[config.mk]
export PLATFORM = sky130hd
export DESIGN_NAME = telnet_receive_parser_unit_flat
export DESIGN_NICKNAME = d
export VERILOG_FILES = /design/src/rtl/trp_pkg.sv /design/src/rtl/trp_if.sv /design/src/rtl/trp_decode.sv /design/src/rtl/telnet_receive_parser_unit.sv /design/src/flat_wrapper.sv
export SDC_FILE = /design/constraint.sdc
export NUM_CORES = 1
export LEC_CHECK = 0
export BUFFER_PORTS_ARGS = -buffer_cell sky130_fd_sc_hd__buf_4
export CORE_UTILIZATION = 55
export DETAILED_ROUTE_END_ITERATION = 8
export PLACE_DENSITY = 0.77
export SLEW_MARGIN = 20
export SYNTH_ARGS = -nofsm -noshare
export SYNTH_HDL_FRONTEND = slang
export SYNTH_SLANG_ARGS = --single-unit
[constraint.sdc]
create_clock -name clk -period 8.1 [get_ports clk]
set_clock_uncertainty 0.1 [all_clocks]
set_input_delay 0.81 -clock clk [delete_from_list [all_inputs] [get_ports clk]]
set_output_delay 0.81 -clock clk [all_outputs]
set_load 0.005 [all_outputs]
[src/rtl/trp_pkg.sv]
`timescale 1ns / 1ps
// ----------------------------------------------------------------------------
// Telnet receive parser package
// Shared types, byte codes and event codes of the telnet receive parser.
// ----------------------------------------------------------------------------
package trp_pkg;

  // Telnet command and control bytes.
  localparam logic [7:0] BYTE_IAC  = 8'd255;
  localparam logic [7:0] BYTE_DONT = 8'd254;
  localparam logic [7:0] BYTE_WILL = 8'd251;
  localparam logic [7:0] BYTE_SB   = 8'd250;
  localparam logic [7:0] BYTE_SE   = 8'd240;
  localparam logic [7:0] BYTE_CR   = 8'd13;
  localparam logic [7:0] BYTE_LF   = 8'd10;
  localparam logic [7:0] BYTE_NUL  = 8'd0;

  // Option tag that means no subnegotiation is open.
  localparam logic [7:0] OPTION_NONE = 8'd255;

  // Event kinds on the output channel.
  localparam logic [2:0] EV_TEXT     = 3'd0;
  localparam logic [2:0] EV_WILL     = 3'd1;
  localparam logic [2:0] EV_DONT     = 3'd4;
  localparam logic [2:0] EV_SUB_DATA = 3'd5;
  localparam logic [2:0] EV_SUB_END  = 3'd6;

  // Pending negotiation command; zero means none.
  localparam logic [2:0] CMD_NONE = 3'd0;

  typedef enum logic [1:0] {
    PH_NORMAL = 2'd0,
    PH_IAC    = 2'd1,
    PH_OPT    = 2'd2,
    PH_SBOPT  = 2'd3
  } phase_t;

  typedef enum logic [1:0] {
    NL_NONE   = 2'd0,
    NL_AFT_CR = 2'd1,
    NL_AFT_LF = 2'd2
  } newline_t;

  // Parser state carried from one byte to the next.
  typedef struct packed {
    phase_t     phase;
    logic [2:0] pending_command;
    newline_t   newline_swallow;
    logic       in_subnegotiation;
    logic [7:0] current_option;
  } parse_state_t;

  // One result event.
  typedef struct packed {
    logic [2:0] event_kind;
    logic [7:0] event_value;
    logic [7:0] sub_option;
  } event_t;

endpackage

[src/rtl/trp_if.sv]
`timescale 1ns / 1ps
// ----------------------------------------------------------------------------
// Telnet receive parser channels
// Valid/ready channels for received bytes and for parsed events.
// ----------------------------------------------------------------------------
interface trp_byte_if;
  logic       valid;
  logic       ready;
  logic [7:0] rx_byte;

  modport source (output valid, output rx_byte, input ready);
  modport sink   (input valid, input rx_byte, output ready);
endinterface

interface trp_event_if;
  logic       valid;
  logic       ready;
  logic [2:0] event_kind;
  logic [7:0] event_value;
  logic [7:0] sub_option;

  modport source (output valid, output event_kind, output event_value,
                  output sub_option, input ready);
  modport sink   (input valid, input event_kind, input event_value,
                  input sub_option, output ready);
endinterface

[src/rtl/trp_decode.sv]
`timescale 1ns / 1ps
// ----------------------------------------------------------------------------
// Telnet receive parser byte decoder
// Combinational next-state and event logic for one received byte.
// ----------------------------------------------------------------------------
module trp_decode
  import trp_pkg::*;
(
  input  parse_state_t state,
  input  logic [7:0]   rx_byte,
  output parse_state_t state_next,
  output logic         emit,
  output event_t       event_data
);

  always_comb begin
    state_next                 = state;
    state_next.phase           = PH_NORMAL;
    state_next.newline_swallow = NL_NONE;
    emit                       = 1'b0;
    event_data.event_kind      = EV_TEXT;
    event_data.event_value     = rx_byte;
    event_data.sub_option      = OPTION_NONE;

    unique case (state.phase)
      // Command byte after IAC.
      PH_IAC: begin
        if (rx_byte == BYTE_IAC) begin
          emit = 1'b1;
          if (state.in_subnegotiation) begin
            event_data.event_kind = EV_SUB_DATA;
            event_data.sub_option = state.current_option;
          end
        end else if (rx_byte >= BYTE_WILL && rx_byte <= BYTE_DONT) begin
          state_next.pending_command = 3'(rx_byte - BYTE_WILL) + 3'd1;
          state_next.phase           = PH_OPT;
        end else if (rx_byte == BYTE_SB) begin
          state_next.phase = PH_SBOPT;
        end else if (rx_byte == BYTE_SE) begin
          emit                         = 1'b1;
          event_data.event_kind        = EV_SUB_END;
          event_data.event_value       = 8'd0;
          event_data.sub_option        = state.in_subnegotiation ?
                                         state.current_option : OPTION_NONE;
          state_next.in_subnegotiation = 1'b0;
          state_next.current_option    = OPTION_NONE;
        end
      end

      // Option byte of a negotiation command.
      PH_OPT: begin
        if (state.pending_command >= EV_WILL && state.pending_command <= EV_DONT) begin
          emit                  = 1'b1;
          event_data.event_kind = state.pending_command;
        end
      end

      // Option byte that opens a subnegotiation.
      PH_SBOPT: begin
        state_next.in_subnegotiation = 1'b1;
        state_next.current_option    = rx_byte;
      end

      // Plain data, start of an IAC command, subnegotiation payload, NUL dropping or newline folding.
      default: begin
        if (rx_byte == BYTE_IAC) begin
          state_next.phase = PH_IAC;
        end else if (state.in_subnegotiation) begin
          emit                  = 1'b1;
          event_data.event_kind = EV_SUB_DATA;
          event_data.sub_option = state.current_option;
        end else if (state.newline_swallow == NL_AFT_CR &&
                     (rx_byte == BYTE_LF || rx_byte == BYTE_NUL)) begin
          emit = 1'b0;
        end else if (state.newline_swallow == NL_AFT_LF && rx_byte == BYTE_CR) begin
          emit = 1'b0;
        end else if (rx_byte == BYTE_NUL) begin
          emit = 1'b0;
        end else if (rx_byte == BYTE_CR) begin
          emit                       = 1'b1;
          event_data.event_value     = BYTE_LF;
          state_next.newline_swallow = NL_AFT_CR;
        end else if (rx_byte == BYTE_LF) begin
          emit                       = 1'b1;
          state_next.newline_swallow = NL_AFT_LF;
        end else begin
          emit = 1'b1;
        end
      end
    endcase
  end

endmodule

[src/rtl/telnet_receive_parser_unit.sv]
`timescale 1ns / 1ps
// ----------------------------------------------------------------------------
// Telnet receive parser
// Turns a received telnet byte stream into text, negotiation and
// subnegotiation events.
// ----------------------------------------------------------------------------
// The parser takes one byte per cycle into an input register; the next
// cycle decodes it against the parser state and, when the byte yields an
// event, loads the event into the output register. One byte per cycle is
// sustained as long as the event sink keeps up; the output register alone
// sets the rate, since a byte that yields no event leaves its stage even
// while an event waits. Bytes that are only part of a command, dropped NULs
// and swallowed newline followers produce no event.
module telnet_receive_parser_unit
  import trp_pkg::*;
(
  input  logic        clk,
  input  logic        rst,
  trp_byte_if.sink    rx,
  trp_event_if.source events
);

  logic         stage_valid;
  logic [7:0]   stage_byte;
  parse_state_t state;
  parse_state_t state_next;
  logic         emit;
  event_t       event_data;
  logic         out_valid;
  event_t       out_data;
  logic         stage_advance;
  logic         out_load;

  trp_decode u_decode (
    .state      (state),
    .rx_byte    (stage_byte),
    .state_next (state_next),
    .emit       (emit),
    .event_data (event_data)
  );

  // A decoded byte leaves its stage unless its event would hit a full output.
  assign stage_advance = stage_valid && (!emit || !out_valid || events.ready);
  assign out_load      = stage_advance && emit;
  assign rx.ready      = !stage_valid || stage_advance;

  // Input register.
  always_ff @(posedge clk) begin
    if (rst) begin
      stage_valid <= 1'b0;
    end else if (rx.ready) begin
      stage_valid <= rx.valid;
    end
  end

  always_ff @(posedge clk) begin
    if (rx.valid && rx.ready) begin
      stage_byte <= rx.rx_byte;
    end
  end

  // Parser state, updated as each byte is decoded.
  always_ff @(posedge clk) begin
    if (rst) begin
      state.phase             <= PH_NORMAL;
      state.pending_command   <= CMD_NONE;
      state.newline_swallow   <= NL_NONE;
      state.in_subnegotiation <= 1'b0;
      state.current_option    <= OPTION_NONE;
    end else if (stage_advance) begin
      state <= state_next;
    end
  end

  // Output register.
  always_ff @(posedge clk) begin
    if (rst) begin
      out_valid <= 1'b0;
    end else if (out_load) begin
      out_valid <= 1'b1;
    end else if (events.ready) begin
      out_valid <= 1'b0;
    end
  end

  always_ff @(posedge clk) begin
    if (out_load) begin
      out_data <= event_data;
    end
  end

  assign events.valid       = out_valid;
  assign events.event_kind  = out_data.event_kind;
  assign events.event_value = out_data.event_value;
  assign events.sub_option  = out_data.sub_option;

endmodule
[src/flat_wrapper.sv]
// flat-port wrapper written by rule: the top's interface ports become plain ports
module telnet_receive_parser_unit_flat import trp_pkg::*;
  (clk, rst, rx_valid, rx_rx_byte, rx_ready, events_valid, events_event_kind, events_event_value, events_sub_option, events_ready);
  trp_byte_if rx_i ();
  trp_event_if events_i ();
  input  logic clk;
  input  logic rst;
  input wire logic [$bits(rx_i.valid)-1:0] rx_valid;
  input wire logic [$bits(rx_i.rx_byte)-1:0] rx_rx_byte;
  output wire logic [$bits(rx_i.ready)-1:0] rx_ready;
  output wire logic [$bits(events_i.valid)-1:0] events_valid;
  output wire logic [$bits(events_i.event_kind)-1:0] events_event_kind;
  output wire logic [$bits(events_i.event_value)-1:0] events_event_value;
  output wire logic [$bits(events_i.sub_option)-1:0] events_sub_option;
  input wire logic [$bits(events_i.ready)-1:0] events_ready;
  assign rx_i.valid = rx_valid;
  assign rx_i.rx_byte = rx_rx_byte;
  assign rx_ready = rx_i.ready;
  assign events_valid = events_i.valid;
  assign events_event_kind = events_i.event_kind;
  assign events_event_value = events_i.event_value;
  assign events_sub_option = events_i.sub_option;
  assign events_i.ready = events_ready;
  telnet_receive_parser_unit u_core (.clk(clk), .rst(rst), .rx(rx_i), .events(events_i));
endmodule
==> impl_results.md, run 1 <==
- Fmax: 292 MHz
- Post-CTS setup buffers: 0
- Final setup TNS: 0 ns
- Rows: 21
- Clock share of power: a little over a quarter
- Worst setup SP type: flip-flop
- GRT overflow: 0
- Placed cell areas: 2230 um^2
- Reg2reg path depth: 6
- Tightest Pin Transition: 0.746 ns
- Seq/Total Area, Yosys: between 50% and 60%
- Initial Util: between 50% and 60%
- Max-cap violation count: 0
- Fill cells: 265
- Initial antenna violation count: 0
- Worst skew pair latency: 0.36 ns
- Main synth FF type: edfxtp_1
- Most frequent cells after synthesis: edfxtp_1, dfxtp_1, nand2b_1
- CTS Hold Bufs: 0
- CTS Buf Count: 5
- Routed wire length: between 3 and 4 mm
- Share of cells above drive strength 1: between 20% and 30%
- Crit path time final: 3.43 ns
- Count of buffers from port buffering: 32
- Largest cells by area after synthesis: edfxtp_1, dfxtp_1, nand2b_1
- Final hold vios: 0
- Internal: 294 uW
- Worst slack at placement: roughly 5 ns
- Setup ws final: ~4.7 ns
- Sequential Power Share: 66.8%
- Ys async rst share: 0%
- Most common cell in the netlist: edfxtp_1
- Synth top area share: about 41%
- Ports: 33
- Ant diodes: 0
- Hpwl dp: 2.74 mm
- Critical Path RT: 7.19 ns
- Post-synthesis area per instance: 11.8 um^2
- Final setup violation count: 0
- Largest net degree at the start of global routing: 20
- Peak supply drop: 0.101 mV
- Number of routed nets with antenna violations: 0
- Die area: 3810 um^2
- CP Capture Type: output pin
- H-tree lvl count: 2
- Run status: complete, no violations
- Sw frac: roughly 23%
- Count of unique library cells instantiated by Yosys: 50
- Crit Path Max Fanout: 15
- Placeable Area: 3390 um^2
- Number of flops mapped to enable cells by yosys: 27
- Core Util, Final: roughly 67%
- First-pass GRT wire length: 5.85 mm
- Chip Height: 61.7 um
- Pwr per Cell Area: around 170 nW/um^2
- Cells after Synth: about 170
- Max clock buf depth: 2
- RSZ-0062 raised after global routing: no
- Worst hold margin: 0.375 ns
- CTS root buffer: clkbuf_4
- Post-CTS sizing: 0
- Wirelength per Cell: 15.3 um
- Psw: 87.6 uW
- CTS tree: yes
- Layout area overhead: 16.3%
- Global placer's final weighted congestion: 0.845
- CP Class: flip-flop to output pin
- Slew headroom: between 50% and 60%
- DR pass1 iterations: 4
- Count of pins over their slew limit: 0
- Die Wd: slightly above 60 um
- Final Cycle Share: between 40 and 50%
- Synthesized area: 1960 um^2
- HP Class: flip-flop to flip-flop
- All-Layer GR Usage: 22.3%
- Post-Synthesis Net Count: 178
- Post-route cell area: ~2300 um^2
- Iter 0 DRT Violations: 54
- Worst-path clk slew: 0.12 ns
- Remaining DRCs: 0
- Worst endpoint data arrival time: 2.52 ns
- Cell accounting for the most synthesized area: edfxtp_1
- Hold depth: 1
- Vias in the first global route: roughly 1200
- Synthesis-stage register bit count: 45
- Pleak: approximately 0.77 nW
- Nets@finish: approximately 210
- Vias: 1378
- Sink Count: 45
- Comb pwr share: ~6.2%
- Synth warn: 0
- Vias/cell: 5.65
metrics by stage:
| step | total power [mW] | std cells |
|---|---|---|
| 6_report | 0.381 | 244 |
| 2_1_floorplan | 0.272 | 166 |
| 4_1_cts | 0.384 | 244 |
| 3_5_place_dp | 0.284 | 236 |
| 3_3_place_gp | 0.283 | 236 |
| 5_1_grt | 0.398 | 244 |
logic make-up (layout without fill, tap and decap cells):
group	Yosys count	after routing	synth area share [%]
buffers and inverters	12	44	2.61
xor gates and xnor gates	4	4	1.78
DFF	45	45	59.7
AOI/OAI and AO/OA	36	36	13.5
muxes	5	5	2.80
and+or+nand+nor	64	64	19.6
final cells by class:
type	count	area (um^2)	share of cell area (%)
clock buffer	5	37.5	1.64
clock inverter	3	17.5	0.767
inverter	3	11.3	0.493
multi-input combinational	109	741	32.4
sequential	45	1170	51.3
tap	46	57.6	2.52
timing repair buffer	33	248	10.8
power by group through the flow:
stage / clock network [mW] / logic [mW] / registers, mW
final: 0.103 / 0.0238 / 0.255
after CTS: 0.105 / 0.0239 / 0.255
after global placement: 0 / 0.0236 / 0.259
after detailed placement: 0 / 0.0239 / 0.260
after global routing: 0.116 / 0.0264 / 0.256
after floorplan: 0 / 0.0150 / 0.257
registers in the layout, summed over array words and instances (netlist names):
signal                     cells
u_core.events.event_kind       3
u_core.events.valid            1
u_core.events.event_value      8
u_core.events.sub_option       8
u_core.stage_valid             1
u_core.stage_byte              8
u_core.state                  16
routing by layer:
| layer | track usage [%] | share of wire [%] | vias up |
|---|---|---|---|
| met5 | 0 | 0 | - |
| met4 | 8.89 | 1.7 | 0 |
| met3 | 5.80 | 3.8 | 7 |
| met2 | 34.9 | 49 | 39 |
| met1 | 29.9 | 45 | 655 |
| li1 | - | - | 677 |
worst max-delay path, cell delays in order (launching register included):
cell	delay (ns)
edfxtp_1	0.63
and4_1	0.35
and2_1	0.23
nor4b_1	0.38
o21ai_1	0.21
or2_1	0.24
buf_4	0.13
path summary, 6_finish.rpt:
| kind | start | end | slack, ns |
|---|---|---|---|
| setup reg to reg | u_core.stage_byte[1]$_DFFE_PP_ | u_core.events.event_kind[0]$_DFFE_PP_ | 5.48 |
| setup / recovery | u_core.stage_byte[1]$_DFFE_PP_ | rx_ready | 4.67 |
| hold / removal | u_core.state[5]$_SDFFE_PP1P_ | u_core.state[5]$_SDFFE_PP1P_ | 0.38 |
| hold reg to reg | u_core.state[5]$_SDFFE_PP1P_ | u_core.state[5]$_SDFFE_PP1P_ | 0.38 |
cells in the final DEF (no fill, tap or decap), types with 3 or more instances in the layout:
master	n
buf_4	33
edfxtp_1	27
dfxtp_1	18
nand2b_1	12
nor2_1	10
nor2b_1	9
o22a_1	8
nand3_1	7
nand2_1	6
o21ai_0	5
clkbuf_4	5
a21oi_1	4
mux2i_1	4
inv_1	3
nor3_1	3
xnor2_1	3
Note: power is estimated with default switching activity, not from simulation.
==> run 2, diff against run 1 <==
ABC_AREA = 1   (was default)
clock period = 3.45 ns   (was 8.1 ns; I/O delays follow)
==> run 2 against run 1 <==
Against the previous run: core utilization is 0.34 points higher; via count is 22% higher; highest routed layer unchanged; final cell count rose by 36%; count of clock-buffer cells in the layout unchanged; design area increased by 10%; critical endpoint is now u_core.events.event_kind[1]$_DFFE_PP_; non-clock buffer count shrank 1; worst setup slack worse by 3.8 ns; clock power rose to 3.1 times the previous value; power rose to 2.7 times the previous value.
==> impl_results.md, run 2 <==
- Vias: 1680 (was 1378)
- Worst-path clk slew: 0.08 ns (was 0.12 ns)
- CP max stage delay: 0.56 ns (was 0.63 ns)
- Global placer's final weighted congestion: 0.931 (was 0.845)
- Nets@finish: 294 (was 209)
- DR pass1 iterations: 4 (unchanged)
- Final hold vios: 0 (unchanged)
- Largest net degree at the start of global routing: 20 (unchanged)
- Run status: complete, no violations (unchanged)
- Most flop-heavy register: u_core.state (unchanged)
- Peak supply drop: 0.230 mV (was 0.101 mV)
- Count of buffers from port buffering: 32 (unchanged)
- First-pass GRT wire length: 6.58 mm (was 5.85 mm)
- CTS Buf Count: 5 (unchanged)
- Final Cycle Share: 75.8%
- Count of pins over their slew limit: 0 (unchanged)
- Max-cap violation count: 0 (unchanged)
- Synth warn: 0 (unchanged)
- Number of routed nets with antenna violations: 0 (unchanged)
- Placed Instances: 323 (was 236)
- Commonest cells after routing, fill and taps aside: nand2_1, inv_1, nor2_1, buf_4, edfxtp_1 (was buf_4, edfxtp_1, dfxtp_1)
- Sink Count: 45 (unchanged)
- Crit path time final: roughly 2.6 ns
- CP Class: flip-flop to flip-flop (was flip-flop to output pin)
- Most common cell in the netlist: nand2_1 (was edfxtp_1)
- Setup ws final: 0.836 ns (was 4.67 ns)
- Count of unique library cells instantiated by Yosys: 31 (was 50)
- Largest cells by area after synthesis: edfxtp_1, dfxtp_1, nand2_1 (was edfxtp_1, dfxtp_1, nand2b_1)
- Final setup violation count: 0 (unchanged)
- Largest register FFs: 16 (unchanged)
- Final setup TNS: 0 ns (unchanged)
- CTS Hold Bufs: 0 (unchanged)
- Tightest Pin Transition: 0.777 ns (was 0.746 ns)
- Final non-filler cell total: 331 (was 244)
- Seq/Total Area, Yosys: 54.0% (was 59.7%)
- Max clock buf depth: 2 (unchanged)
- Cells after Synth: 248 (was 166)
- Worst slack at placement: 0.844 ns (was 5.08 ns)
- Ys async rst share: 0% (unchanged)
- CTS root buffer: clkbuf_8 (was clkbuf_4)
- CP delay by family, top: simple AND/OR/NAND/NOR gates (unchanged)
- Hpwl dp: 2.96 mm (was 2.74 mm)
- Vias in the first global route: 1479 (was 1223)
- Commonest non-fill, non-tap cell in the layout: nand2_1 (was buf_4)
- Final Total Pwr: 1.01 mW (was 381 uW)
- Post-CTS sizing: 0 (unchanged)
- Iter 0 DRT Violations: 120 (was 54)
- Buffers & Inverters on Critical Path: 4 (was 1)
- Share of cells above drive strength 1: 23.0% (was 23.7%)
- Initial Util: 58.3% (was 57.9%)
- Ports: 33 (unchanged)
- Crit Path Max Fanout: 19 (was 15)
- Worst skew pair latency: 0.30 ns (was 0.36 ns)
- Pleak: 1.06 nW (was 0.773 nW)
- Main synth FF type: edfxtp_1 (unchanged)
- Die area: 4200 um^2 (was 3810 um^2)
- Pwr per Cell Area: 403 nW/um^2 (was 167 nW/um^2)
- Synthesis-stage register bit count: 45 (unchanged)
- Post-CTS setup buffers: 0 (unchanged)
- Post-synthesis area per instance: 8.74 um^2 (was 11.8 um^2)
- CP cell instances: inv_1, nand2_1, nor2_2, nand3_1, nand2_1, inv_1, nand3_2, nand3_4, nand2_8, nand2_4, inv_4, nand2_1, inv_1 (was and4_1, and2_1, nor4b_1, o21ai_1, or2_1, buf_4)
- Fmax: approximately 380 MHz
- Chip Height: 64.8 um (was 61.7 um)
- Wirelength per Cell: 11.9 um (was 15.3 um)
- Routed wire length: 3.95 mm (was 3.75 mm)
- Slew headroom: 48.1% (was 50.2%)
- Vias/cell: 5.08 (was 5.65)
- Cell accounting for the most synthesized area: edfxtp_1 (unchanged)
- Placeable Area: 3720 um^2 (was 3390 um^2)
- HP Class: input pin to flip-flop (was flip-flop to flip-flop)
- H-tree lvl count: 2 (unchanged)
- Layout area overhead: 16.1% (was 16.3%)
- Worst path slowest cell: inv_1 (was edfxtp_1)
- CP Capture Type: flip-flop (was output pin)
- Number of flops mapped to enable cells by yosys: 27 (unchanged)
- GRT overflow: 0 (unchanged)
- Die Wd: 64.8 um (was 61.7 um)
- Most frequent cells after synthesis: nand2_1, inv_1, nor2_1 (was edfxtp_1, dfxtp_1, nand2b_1)
- Synthesized area: 2170 um^2 (was 1960 um^2)
- Rows: 22 (was 21)
- Critical Path RT: 3.28 ns (was 7.19 ns)
- Post-Synthesis Net Count: 260 (was 178)
- All-Layer GR Usage: 21.2% (was 22.3%)
- Synth top area share: 37.4% (was 41.3%)
- Worst endpoint data arrival time: 2.45 ns (was 2.52 ns)
- Remaining DRCs: 0 (unchanged)
- Ant diodes: 0 (unchanged)
- Initial antenna violation count: 0 (unchanged)
- R2r setup slk: 0.84 ns (was 5.48 ns)
- RSZ-0062 raised after global routing: no (unchanged)
- Worst setup SP type: flip-flop (unchanged)
- CTS tree: yes (unchanged)
==> run 2: changes by cell type after synthesis, moves of 7 or more <==
cell | previous run | this run
inv_1 | 3 | 32
nand2_1 | 6 | 64
nand2_2 | 0 | 7
nand2b_1 | 12 | 0
nand3_1 | 7 | 18
nand4_1 | 0 | 9
nor2_1 | 10 | 32
nor2b_1 | 9 | 0
o22a_1 | 8 | 0
==> run 2: cells by family after synthesis <==
| logic type | count (synthesis) | share of synthesized area (%) |
|---|---|---|
| flip-flops | 45 | 54.0 |
| buffers and inverters | 42 | 8.49 |
| AO/OA/AOI/OAI | 13 | 3.52 |
| AND/OR/NAND/NOR | 146 | 33.1 |
| XOR/XNOR | 2 | 0.808 |
==> run 2: report_power, final <==
part	internal, mW	switching [mW]	total (mW)
clock	0.144	0.180	0.324
sequential	0.587	0.0150	0.602
combinational	0.0324	0.0541	0.0866
total	0.763	0.249	1.01
==> run 2: cell type report <==
| class | count | area, um^2 |
|---|---|---|
| Clock buffer | 5 | 68.8 |
| Sequential cell | 45 | 1170 |
| Inverter | 37 | 143 |
| Fill cell | 342 | 1200 |
| Timing Repair Buffer | 32 | 240 |
| Clock inverter | 3 | 21.3 |
| Tap cell | 48 | 60.1 |
| Multi-Input combinational cell | 161 | 812 |
==> run 2: worst paths after layout <==
check                                          end  cells past startpoint                      startpoint
min reg2reg           u_core.state[1]$_SDFFE_PP1P_                      2    u_core.state[1]$_SDFFE_PP1P_
max          u_core.events.event_kind[1]$_DFFE_PP_                     13  u_core.stage_byte[5]$_DFFE_PP_
min                 u_core.stage_byte[3]$_DFFE_PP_                      1                   rx_rx_byte[3]
max reg2reg  u_core.events.event_kind[1]$_DFFE_PP_                     13  u_core.stage_byte[5]$_DFFE_PP_
==> run 2: metal layers <==
metal  track usage [%]  part of all wire [%]
met1              26.0                    44
met2              34.1                    46
met3              5.99                   6.9
met4              10.0                   2.3
met5                 0                     0
==> run 2: stage by stage <==
| step | util (%) | instance area, um^2 | hold WS, ns |
|---|---|---|---|
| after CTS | 67.7 | 2520 | 0.113 |
| after global placement | 65.3 | 2430 | 0.342 |
| after global routing | 67.7 | 2520 | 0.101 |
| after floorplan | - | 2170 | 0.307 |
| final | 67.7 | 2520 | 0.118 |
| after detailed placement | 65.3 | 2430 | 0.344 |
==> run 3, diff against run 2 <==
clock period = 2.61 ns   (was 3.45 ns; I/O delays follow)
==> run 3 against run 2 <==
Against the previous run: worst setup slack worse by 0.64 ns; critical path type unchanged; first-iteration DRC count is 7.5% higher; design area grew 1.9%; count of clock-buffer cells in the layout increased by 1; sequential cell count did not move; final cell count is 0.60% higher; highest routed layer unchanged; combinational power grew 47%; clock power up 51%; power up 39%; critical path depth increased by 1; register-to-register slack lost 0.64 ns; fmax increased by 8.3%.
==> impl_results.md, run 3 (synthesis gave the netlist of run 2 again) <==
- Run status: complete, no violations (unchanged)
- Nets@finish: 296 (was 294)
- Die area: 4200 um^2 (unchanged)
- Clock share of power: 34.7% (was 32.0%)
- Vias/cell: 5.19 (was 5.08)
- HP Class: input pin to flip-flop (unchanged)
- GRT overflow: 0 (unchanged)
- Critical Path RT: 2.53 ns (was 3.28 ns)
- Sw frac: 23.8% (was 24.6%)
- Reg2reg start: u_core.stage_byte[1]$_DFFE_PP_ (was u_core.stage_byte[5]$_DFFE_PP_)
- Max-cap violation count: 0 (unchanged)
- Die Wd: 64.8 um (unchanged)
- Worst setup SP type: flip-flop (unchanged)
- Final setup violation count: 0 (unchanged)
- Number of routed nets with antenna violations: 0 (unchanged)
- Ports: 33 (unchanged)
- Remaining DRCs: 0 (unchanged)
- Crit path time final: 2.41 ns (was 2.61 ns)
- CP Capture Type: flip-flop (unchanged)
- CP Depth: 14 (was 13)
- Wirelength per Cell: 13.0 um (was 11.9 um)
- Final setup TNS: 0 ns (unchanged)
- Final hold vios: 0 (unchanged)
- Psw: 335 uW (was 249 uW)
- Commonest cells after routing, fill and taps aside: nand2_1, buf_4, nor2_1 (was nand2_1, inv_1, nor2_1, buf_4, edfxtp_1)
- CTS tree: yes (unchanged)
- Sink Count: 45 (unchanged)
- Chip Height: 64.8 um (unchanged)
- Peak supply drop: 0.392 mV (was 0.230 mV)
- Count of buffers from port buffering: 32 (unchanged)
- Ant diodes: 0 (unchanged)
- Largest register FFs: 16 (unchanged)
- Fmax: 414 MHz (was 383 MHz)
- CP max stage delay: 0.49 ns (was 0.56 ns)
- Commonest non-fill, non-tap cell in the layout: nand2_1 (unchanged)
- Hpwl dp: 3.17 mm (was 2.96 mm)
- Largest net degree at the start of global routing: 16 (was 20)
- Post-route cell area: 2560 um^2 (was 2520 um^2)
- Post-CTS setup buffers: 0 (unchanged)
- Count of pins over their slew limit: 0 (unchanged)
- Pwr per Cell Area: 549 nW/um^2 (was 403 nW/um^2)
- Initial Util: 58.3% (unchanged)
- Share of cells above drive strength 1: 23.9% (was 23.0%)
- Most flop-heavy register: u_core.state (unchanged)
- DR pass1 iterations: 4 (unchanged)
- Final Cycle Share: 92.5% (was 75.8%)
- H-tree lvl count: 2 (unchanged)
- Worst endpoint data arrival time: 2.34 ns (was 2.45 ns)
- Buffers & Inverters on Critical Path: 5 (was 4)
- Slew headroom: 72.3% (was 48.1%)
- Routed wire length: 4.34 mm (was 3.95 mm)
- Vias in the first global route: 1599 (was 1479)
- Hold Crit Start: rx_rx_byte[3] (unchanged)
- Worst-path clk slew: 0.09 ns (was 0.08 ns)
- Hold EP: u_core.stage_byte[3]$_DFFE_PP_ (unchanged)
- Tightest Pin Transition: 0.414 ns (was 0.777 ns)
- Placed cell areas: 2450 um^2 (was 2430 um^2)
- Worst skew pair latency: 0.30 ns (about the same)
- All-Layer GR Usage: 22.9% (was 21.2%)
- Global placer's final weighted congestion: 0.933 (was 0.931)
- First-pass GRT wire length: 7.15 mm (was 6.58 mm)
- Vias: 1727 (was 1680)
- Worst path slowest cell: edfxtp_1 (was inv_1)
- Worst reg2reg endpoint: u_core.events.event_value[1]$_DFFE_PP_ (was u_core.events.event_kind[1]$_DFFE_PP_)
- Internal: 1.07 mW (was 763 uW)
- CTS Buf Count: 5 (unchanged)
- CP Class: flip-flop to flip-flop (unchanged)
- Initial antenna violation count: 0 (unchanged)
- Comb pwr share: 9.1% (was 8.5%)
- Sequential Power Share: 56.3% (was 59.5%)
- Max clock buf depth: 2 (unchanged)
- Iter 0 DRT Violations: 129 (was 120)
- Pleak: 1.08 nW (was 1.06 nW)
- Layout area overhead: 18.3% (was 16.1%)
- R2r setup slk: 0.20 ns (was 0.84 ns)
- Hold depth: 1 (unchanged)
- RSZ-0062 raised after global routing: no (unchanged)
- Crit path top cell by count: nand2_1
- Reg2reg path depth: 14 (was 13)
- Crit Path Max Fanout: 15 (was 19)
- CP cell instances: inv_2, nand2_1, nor2_1, nand3_1, nand2_1, inv_1, nand3_2, nand3_4, nand2_8, nand2_4, inv_4, nand2_1, inv_1, buf_12 (was inv_1, nand2_1, nor2_2, nand3_1, nand2_1, inv_1, nand3_2, nand3_4, nand2_8, nand2_4, inv_4, nand2_1, inv_1)
- CTS root buffer: clkbuf_8 (unchanged)
- Rows: 22 (unchanged)
- CP delay by family, top: simple AND/OR/NAND/NOR gates (unchanged)
- Placeable Area: 3720 um^2 (unchanged)
-- run 3: worst max path at each step --
stage / slack (ns) / to / start
2_1_floorplan: 0.41 / u_core.events.event_kind[0]$_DFFE_PP_ / u_core.stage_byte[1]$_DFFE_PP_
3_3_place_gp: 0.27 / u_core.events.event_value[1]$_DFFE_PP_ / u_core.stage_byte[1]$_DFFE_PP_
3_5_place_dp: 0.19 / u_core.events.sub_option[5]$_DFFE_PP_ / u_core.stage_byte[1]$_DFFE_PP_
4_1_cts: 0.17 / u_core.events.sub_option[3]$_DFFE_PP_ / u_core.stage_byte[1]$_DFFE_PP_
5_1_grt: 0.04 / u_core.events.sub_option[2]$_DFFE_PP_ / u_core.stage_byte[1]$_DFFE_PP_
6_report: 0.20 / u_core.events.event_value[1]$_DFFE_PP_ / u_core.stage_byte[1]$_DFFE_PP_
-- run 3: area by class of cell --
cell class                 instances  area, um^2
tap                               48        60.1
inverter                          37         143
clock buffer                       6        93.8
multi-input combinational        161         812
fill                             309        1150
sequential                        45        1170
clock inverter                     2        16.3
timing repair buffer              34         268
-- run 3: repair_timing --
action,CTS,global route
resized for setup,0,1
hold buffers,0,0
endpoints found under the setup margin,0,15
-- run 3: routing by layer --
metal / global-route usage, % / wire length [um]
met5: 0 / 0
met4: 9.44 / 81
met3: 4.93 / 219
met2: 38.8 / 2120
met1: 28.2 / 1920
-- run 3: worst reg2reg max path, stage by stage (launching register included) --
cell      delay (ns)
edfxtp_1        0.49
inv_2           0.15
nand2_1         0.07
nor2_1          0.15
nand3_1         0.13
nand2_1         0.08
inv_1           0.05
nand3_2         0.07
nand3_4         0.10
nand2_8         0.15
nand2_4         0.08
inv_4           0.07
nand2_1         0.06
inv_1           0.19
buf_12          0.19
-- run 3: power groups by stage --
stage / combinational [mW] / clock (mW) / sequential (mW)
after floorplan: 0.0785 / 0 / 0.805
after global placement: 0.123 / 0 / 0.807
after detailed placement: 0.127 / 0 / 0.808
after CTS: 0.128 / 0.499 / 0.791
after global routing: 0.141 / 0.525 / 0.795
final: 0.127 / 0.488 / 0.792
-- run 3: per-stage QoR --
step	setup WS, ns	power [mW]	util [%]	instances	hold WS [ns]
floorplan	0.410	0.884	-	248	0.223
global placement	0.271	0.931	66.0	325	0.339
detailed placement	0.188	0.934	66.0	325	0.341
CTS	0.172	1.42	69.0	333	0.0208
global route	0.0437	1.46	69.0	333	0.0106
finish	0.195	1.41	69.0	333	0.0256
